## config.mk

```make
export PLATFORM = sky130hd
export DESIGN_NAME = pll_cell
export DESIGN_NICKNAME = d
export VERILOG_FILES = /design/src/pll_pkg.sv /design/src/pll_cell.sv
export SDC_FILE = /design/constraint.sdc
export NUM_CORES = 1
export LEC_CHECK = 0
export BUFFER_PORTS_ARGS = -buffer_cell sky130_fd_sc_hd__buf_2
export CAP_MARGIN = 15
export CORE_UTILIZATION = 38
export CTS_CLUSTER_DIAMETER = 50
export DETAILED_ROUTE_END_ITERATION = 8
export GPL_TIMING_DRIVEN = 1
export HOLD_SLACK_MARGIN = 0.02
export PLACE_DENSITY_LB_ADDON = 0.15
export RECOVER_POWER = 50
export SETUP_SLACK_MARGIN = 0.5
export SYNTH_ARGS = -nofsm -noshare
export SYNTH_HDL_FRONTEND = slang
export SYNTH_SLANG_ARGS = --single-unit
```

## constraint.sdc

```tcl
create_clock -name clk -period 5.6 [get_ports clk]
set_clock_uncertainty 0.15 [all_clocks]
set_input_delay 0.28 -clock clk [delete_from_list [all_inputs] [get_ports clk]]
set_output_delay 0.28 -clock clk [all_outputs]
set_load 0.1 [all_outputs]
```

## src/pll_pkg.sv

```systemverilog
// package for the positional line list
// holds command and status codes, controller states and the cell control bundle
// no dependencies
`default_nettype none

package pll_pkg;

  // field widths fixed by the interface
  localparam int unsigned CMD_W    = 2;
  localparam int unsigned POS_W    = 7;
  localparam int unsigned PORT_H_W = 32;
  localparam int unsigned STAT_W   = 2;

  // operation codes
  typedef enum logic [CMD_W-1:0] {
    CMD_INSERT  = 2'd0,
    CMD_DELETE  = 2'd1,
    CMD_REPLACE = 2'd2,
    CMD_MOVE    = 2'd3
  } cmd_t;

  // result status codes
  typedef enum logic [STAT_W-1:0] {
    ST_DONE     = 2'd0,
    ST_BAD_LINE = 2'd1,
    ST_FULL     = 2'd2
  } status_t;

  // controller states
  typedef enum logic [2:0] {
    S_IDLE,
    S_FETCH,
    S_EXEC,
    S_LOOK,
    S_DONE
  } state_t;

  // per-operation control broadcast to every cell
  typedef struct packed {
    logic en;         // apply the update this cycle
    logic load_en;    // one cell loads a new handle
    logic src_moved;  // load value is the moved line, not the input handle
    logic shift_en;   // a range of cells takes a neighbor's value
    logic from_left;  // 1: take lower neighbor, 0: take upper neighbor
  } cell_ctl_t;

endpackage

`default_nettype wire

```

## src/pll_cell.sv

```systemverilog
// one storage cell of the line chain
// holds one handle; loads, shifts from a neighbor or holds; uses pll_pkg
`default_nettype none

module pll_cell
  import pll_pkg::*;
#(
  parameter int unsigned IDX   = 0,
  parameter int unsigned HW    = 32,
  parameter int unsigned CNT_W = 7
) (
  input  wire logic             clk,
  input  wire cell_ctl_t        ctl,
  input  wire logic [CNT_W-1:0] lo,
  input  wire logic [CNT_W-1:0] hi,
  input  wire logic [CNT_W-1:0] ld_idx,
  input  wire logic [HW-1:0]    handle,
  input  wire logic [HW-1:0]    moved,
  input  wire logic [HW-1:0]    left_q,
  input  wire logic [HW-1:0]    right_q,
  output logic      [HW-1:0]    q
);

  localparam logic [CNT_W-1:0] MY_IDX = CNT_W'(IDX);

  logic [HW-1:0] q_r;
  logic [HW-1:0] q_nxt;
  logic          in_range;

  // decide this cell's next value from its own position
  always_comb begin
    in_range = (MY_IDX >= lo) && (MY_IDX <= hi);
    q_nxt    = q_r;
    priority if (ctl.en && ctl.load_en && (MY_IDX == ld_idx)) begin
      q_nxt = ctl.src_moved ? moved : handle;
    end else if (ctl.en && ctl.shift_en && in_range) begin
      q_nxt = ctl.from_left ? left_q : right_q;
    end else begin
      q_nxt = q_r;
    end
  end

  // handle storage, no reset
  always_ff @(posedge clk) begin
    q_r <= q_nxt;
  end

  assign q = q_r;

endmodule

`default_nettype wire

```

# Word level (Yosys, flattened, before mapping)
# Cells that the tools add are included.
[word_totals]
register_bits = 32
in_bits = 155
out_inout_bits = 32
[classes]
n_lt_le_gt_ge = 2
n_mux = 4
n_reduce_logical = 7
[op_table]
columns = ["cell", "count"]
rows = [
  ["2-to-1 mux 32 bit", 4],
  ["greater-or-equal comparator 1 x 7 -> 1 bit (first input constant)", 1],
  ["less-or-equal comparator 1 x 7 -> 1 bit (first input constant)", 1],
  ["zero test 7 bit", 1],
  ["logical AND 1 bit", 5],
  ["nonzero test 2 bit", 1],
]

# Logic depth before layout (Yosys ltp)
# Gate-level depths: netlist of the first run.
[logic_depth]
depth_word = 5
depth_mapped = 4
depth_no_buf = 3

# Worst setup path after synthesis of the first run
# Ideal clock, no wire load.
[synth_timing]
path_type = "input to register"
start = "in lo[1]"
end = "reg q_r[0] (netlist: q[0]), enable pin"
arrival_ns = 4.173
required_time_ns = 4.939
setup_slack_ns = 0.766
path_stages = 2
cell_sequence = "or4_1 o41ai_1"
[synth_between]
elab_chain_cells = 4
[synth_rtl]
columns = ["element", "line", "text"]
rows = [
  ["from (decl)", "pll_cell.sv:14", "input wire logic [CNT_W-1:0] lo,"],
  ["greater-or-equal comparator 1 x 7 -> 1 bit", "pll_cell.sv:32", "in_range = (MY_IDX >= lo) && (MY_IDX <= hi);"],
  ["logical AND 1 bit", "pll_cell.sv:32", ""],
  ["logical AND 1 bit", "pll_cell.sv:36", "end else if (ctl.en && ctl.shift_en && in_range) begin"],
  ["nonzero test 2 bit (no line)", "--", ""],
  ["to (signal assigned)", "pll_cell.sv:45", "q_r <= q_nxt;"],
  ["to (decl)", "pll_cell.sv:26", "logic [HW-1:0] q_r;"],
]
# Every way passes these cells.
# A chain may end at the register's enable or synchronous reset.

# Worst setup path in the final report of the first run
[layout_timing]
start = "in ld_idx[2]"
end = "reg q_r[15] (netlist: q[15]), enable pin"
[layout_between]
elab_chain_cells = 3
[layout_rtl]
columns = ["element", "line", "text"]
rows = [
  ["from (decl)", "pll_cell.sv:16", "input wire logic [CNT_W-1:0] ld_idx,"],
  ["zero test 7 bit", "pll_cell.sv:34", "priority if (ctl.en && ctl.load_en && (MY_IDX == ld_idx)) begin"],
  ["logical AND 1 bit", "pll_cell.sv:34", ""],
  ["nonzero test 2 bit (no line)", "--", ""],
]
# Every way passes these cells.

==> metrics.yaml, run 1 <==
cts_buffers: 5
clockBufferDepth: 2
cap_violations: 1
yosysWarnings: 0
cts_setup_buffers: 0
vias: 1834
startpoint_type: "primary input"
finalHoldViolations: 0
cts_tree: "done"
wl_per_cell_um: 13.5
fp.dieArea_um2: 5710
p_comb_frac: 0.208
io_buffers: 179
power.net_switching_mw: 0.124
hold_class: "in -> reg"
antenna_found_initial: 0
wl_met1_um: 2020
gp_congestion: 0.692
drtAntennaViolNets: 0
dr.pass1.iters: 4
clkSinkCount: 32
synthToLayoutAreaGrowth_pct: 46.0
setup_tns_ns: 0
placed_cell_area_um2: 2980
power.leakage_nw: 1.66
drc_errors: 0
core_um2: 5170
top_layer: "met4"
initial_utilization: 0.397
synthCells: 145
relSlewSlack: -0.487
syn_area_um2: 2060
cts_resized: 0
seq_area_frac_synth: 0.467
tightestPinTransition_ns: 2.22
worstPathRequired_ns: 5.38
crit_type: "in -> reg"
setup_viol: 0
swShare: 0.229
h-tree-depth: 2
drive_gt1_frac: 0.478
num_rows: 26
cp-endpoint: "q[15]"
drv_slew: 34
grt_pass1_wl_um: 7520
synth_cell_types: 11
syn_avg_cell_area_um2: 14.2
clkPwrFrac: 0.300
layout_common_cells: "buf_2 (147), mux2i_1 (96), clkbuf_1 (34)"
drtIter0Drc: 44
peakVddDrop_mv: 0.111
synthesis.nets: 300
powerDensity_nw_per_um2: 181
rsz0062_at_grt: "false"
cts_root_buf: "clkbuf_8"
path_max_fanout: 33
status: "complete, but fails checks"
final.period_utilization: 0.627
holdBufCountCts: 0
crit_start: "ld_idx[2]"
cts.reportedPaths.clkPinSlew_ns: 0.06
ios: 187
grt_pass1_vias: 1698
viasPerCell: 4.68
worst-endpoint-arrival_ns: 3.29
track_usage: 0.183
die_w_um: 75.6
fmax_mhz: 285
synth_seq_cells: 32
final_cell_area_um2: 3000
intPower_mw: 0.418
final_common_cell: "buf_2"
end_kind: "flip-flop"
die_h_um: 75.6
routed-wl-met2_um: 2760
nNetsFinal: 476
violations: "max-capacitance violations, max-slew violations"
whs_ns: 0.212
antennaDiodeCount: 0
drt_wl_total_um: 5290
met3_length_um: 477
dp_hpwl_um: 4030
p_seq_frac: 0.492
grt-ovfl-total: 0
fin_crit_ns: 3.51
largest_reg_flops: 32
grt_start_max_net_pins: 34
[metrics by stage]
stage          instances  total power, mW  worst slack (ns)   util
2_1_floorplan        145            0.329             0.766      -
3_3_place_gp         384            0.384              3.01  0.577
3_5_place_dp         384            0.387              2.94  0.577
4_1_cts              392            0.552              3.24  0.592
5_1_grt              392            0.571              1.72  0.580
6_report             392            0.542              2.09  0.580
[kinds of logic after synthesis]
group,after synthesis,synth area share
buf+inv,11,0.0347
flops,32,0.467
compound gates,1,0.00426
simple gates,5,0.0262
mux,96,0.467
[Yosys cell counts]
cell | count | area [um^2]
buf_2 | 6 | 30.0
buf_6 | 3 | 33.8
clkbuf_1 | 2 | 7.51
edfxtp_1 | 32 | 961
mux2i_1 | 96 | 961
nand3b_1 | 1 | 7.51
nand4_4 | 1 | 21.3
nor3_1 | 1 | 5.00
nor4_2 | 1 | 12.5
o41ai_1 | 1 | 8.76
or4_1 | 1 | 7.51
[layout make-up]
cell class | count | area [um^2]
repair buffers | 180 | 863
clock inverters | 1 | 3.75
fillers | 494 | 2170
multi-input cells | 102 | 1010
flip-flops and latches | 32 | 961
clock buffers | 7 | 76.3
well taps | 70 | 87.6
[critical path, stage by stage]
cell	delay, ns
buf_2	0.09
nor4_1	0.35
nand4_1	1.74
o41ai_2	0.35
buf_4	0.46
[power by group through the flow]
stage | Sequential (mW) | Clock, mW | Combinational [mW]
2_1_floorplan | 0.279 | 0 | 0.0502
3_3_place_gp | 0.272 | 0 | 0.113
3_5_place_dp | 0.272 | 0 | 0.115
4_1_cts | 0.267 | 0.170 | 0.115
5_1_grt | 0.267 | 0.179 | 0.125
6_report | 0.267 | 0.162 | 0.113
[how the worst min path moves through the flow]
stage,depth (start not counted),end,start
floorplan,2,q[10],handle[10]
global placement,3,q[25],handle[25]
detailed placement,3,q[26],moved[26]
CTS,3,q[15],handle[15]
global route,3,q[2],handle[2]
finish,3,q[15],handle[15]
[per-layer routing]
metal / vias up / track usage
li1: 919 / -
met1: 817 / 0.191
met2: 96 / 0.340
met3: 2 / 0.0661
met4: 0 / 0.0597
met5: - / 0
(Power assumes the default switching activity.)
==> run 2: changes to the inputs <==
ABC_AREA = 1   (was default)
clock period = 2.98 ns   (was 5.6 ns; I/O delays follow)
==> run 2 against run 1 <==
  * The run now ends clean
  * Sequential power rose by 88%
  * Critical path type is now reg -> out
  * Combinational power rose by 140%
  * First-iteration DRC count is 80% higher
  * Global-route usage up 2.4 points
  * Final area rose by 22%
  * Non-clock buffer count grew 4
  * Die area is 33% higher
  * Worst setup slack got worse by 0.92 ns
  * Sequential cell count unchanged
  * Routed wire length up 46%
  * Synthesized cell count rose to 3.0 times the previous value
  * Critical path depth decreased by 4
==> metrics.yaml, run 2 <==
clkSinkCount: 32  # unchanged
power.leakage_nw: 2.10  # +26%
cts_root_buf: "clkbuf_8"
synthToLayoutAreaGrowth_pct: 33.1
path_cells: "clkbuf_1"
track_usage: 0.207  # +0.0239
yosys-top-cells-area: "edfxtp_1 (35%), nand2_1 (22%), inv_1 (13%)"
die_h_um: 87.2  # +15%
netlist_top_cells_count: "nand2_1 (165), inv_1 (97), nand3_1 (33)"
powerDensity_nw_per_um2: 296  # +64%
grt_pass1_vias: 2723  # +60%
path_max_fanout: 1  # -97%
holdBufCountCts: 0  # unchanged
drtAntennaViolNets: 0  # unchanged
fmax_mhz: 552
fp.dieArea_um2: 7600  # +33%
cts.reportedPaths.clkPinSlew_ns: 0.07  # about the same
rsz0062_at_grt: "false"
tightestPinTransition_ns: 1.22  # -1.00 ns
core_um2: 6910  # +34%
cap_violations: 0  # -1
crit_type: "reg -> out"
relSlewSlack: 0.190  # +0.677
setup_viol: 0  # unchanged
status: "finished clean"
gp_congestion: 0.769  # +11%
synth_seq_cells: 32  # unchanged
clockBufferDepth: 2  # unchanged
grt_start_max_net_pins: 63  # +85%
setup_tns_ns: 0  # unchanged
syn_area_um2: 2760  # +34%
drtIter0Drc: 79  # +80%
dr.pass1.iters: 4  # unchanged
worst-endpoint-arrival_ns: 1.51  # -1.78 ns
vias: 3078  # +68%
cts_resized: 0  # unchanged
drt_wl_total_um: 7720  # +46%
critPathBufInv: 1  # -1
synth_most_common_cell: "nand2_1"
num_rows: 30  # +15%
yosysWarnings: 0  # unchanged
synth_cell_types: 17  # +6
cts_setup_buffers: 0  # unchanged
synth_ff_type: "edfxtp_1"
nNetsFinal: 749  # +57%
hold_class: "in -> reg"
crit_family: "buffers and inverters"
cts_buffers: 5  # unchanged
yosysTopAreaCellShare: 0.348  # -0.119
antenna_found_initial: 0  # unchanged
final.period_utilization: 0.608
drv_slew: 0  # -100%
crit_slowest_cell: "clkbuf_1"
dp.cells: 683  # +78%
crit_start: "q[22]"
fin_cells: 690  # +76%
h-tree-depth: 2  # unchanged
peakVddDrop_mv: 0.156  # +40%
layout_common_cells: "nand2_1 (165), buf_2 (147), inv_1 (97)"
worst_path_largest_cell_delay_ns: 0.89  # -0.85 ns
whs_ns: 0.125  # -0.0876 ns
die_w_um: 87.2  # +15%
startpoint_type: "flip-flop"
yosysTopAreaCell: "edfxtp_1"
largest_reg_flops: 32  # unchanged
drive_gt1_frac: 0.278  # -0.200
synthCells: 429  # +200%
cts_tree: "done"
drc_errors: 0  # unchanged
syn_avg_cell_area_um2: 6.43  # -55%
synthesis.nets: 584  # +95%
cp-endpoint: "q[22]"
synth-edff-count: 32  # unchanged
ios: 187  # unchanged
grt-ovfl-total: 0  # unchanged
grt_pass1_wl_um: 12100  # +60%
worstPathRequired_ns: 2.68  # -2.70 ns
ys_async_sr_fraction: 0  # unchanged
viasPerCell: 4.46  # -4.7%
initial_utilization: 0.399  # +0.00202
io_buffers: 179  # unchanged
antennaDiodeCount: 0  # unchanged
fin_crit_ns: 1.81
end_kind: "output port"
seq_area_frac_synth: 0.348  # -0.119
wl_per_cell_um: 11.2  # -17%
cp.depth: 1  # -4
final_common_cell: "nand2_1"
finalHoldViolations: 0  # unchanged
dp_hpwl_um: 5500  # +37%
[run 2: metrics by stage]
step / instance area [um^2] / setup WS (ns) / power, mW / utilization
finish: 3670 / 1.17 / 1.09 / 0.532
global route: 3670 / 1.12 / 1.16 / 0.532
CTS: 3710 / 1.42 / 1.10 / 0.537
detailed placement: 3630 / 1.12 / 0.790 / 0.526
global placement: 3630 / 1.15 / 0.785 / 0.526
floorplan: 2760 / 1.06 / 0.676 / -
[run 2: area by class of cell]
class / count / area [um^2]
fillers: 753 / 3240
multi-input cells: 271 / 1240
flip-flops and latches: 32 / 961
repair buffers: 184 / 893
inverters: 100 / 375
well taps: 96 / 120
clock buffers: 5 / 68.8
clock inverters: 2 / 7.51
[run 2: layer usage]
| layer | vias to the layer above | global-route usage | routed length, um |
|---|---|---|---|
| li1 | 1624 | - | - |
| met1 | 1313 | 0.233 | 3190 |
| met2 | 134 | 0.384 | 3870 |
| met3 | 7 | 0.0559 | 580 |
| met4 | 0 | 0.0537 | 87 |
| met5 | - | 0 | 0 |
[run 2: kinds of logic after synthesis]
kind of cell,synth area share
and+or+nand+nor,0.306
buffers and inverters,0.200
AOI/OAI and AO/OA,0.145
DFF,0.348
[run 2: how the worst min path moves through the flow]
stage	start	to	slack [ns]	depth (start not counted)
2_1_floorplan	ld_idx[6]	q[0]	0.31	3
3_3_place_gp	moved[11]	q[11]	0.41	5
3_5_place_dp	moved[10]	q[10]	0.42	5
4_1_cts	moved[28]	q[28]	0.12	5
5_1_grt	moved[10]	q[10]	0.14	5
6_report	moved[28]	q[28]	0.12	5
[run 2: power by group]
group	switching (mW)	total (mW)	internal (mW)
Clock	0.157	0.311	0.154
Combinational	0.145	0.276	0.132
Sequential	0.000463	0.501	0.501
Total	0.302	1.09	0.786
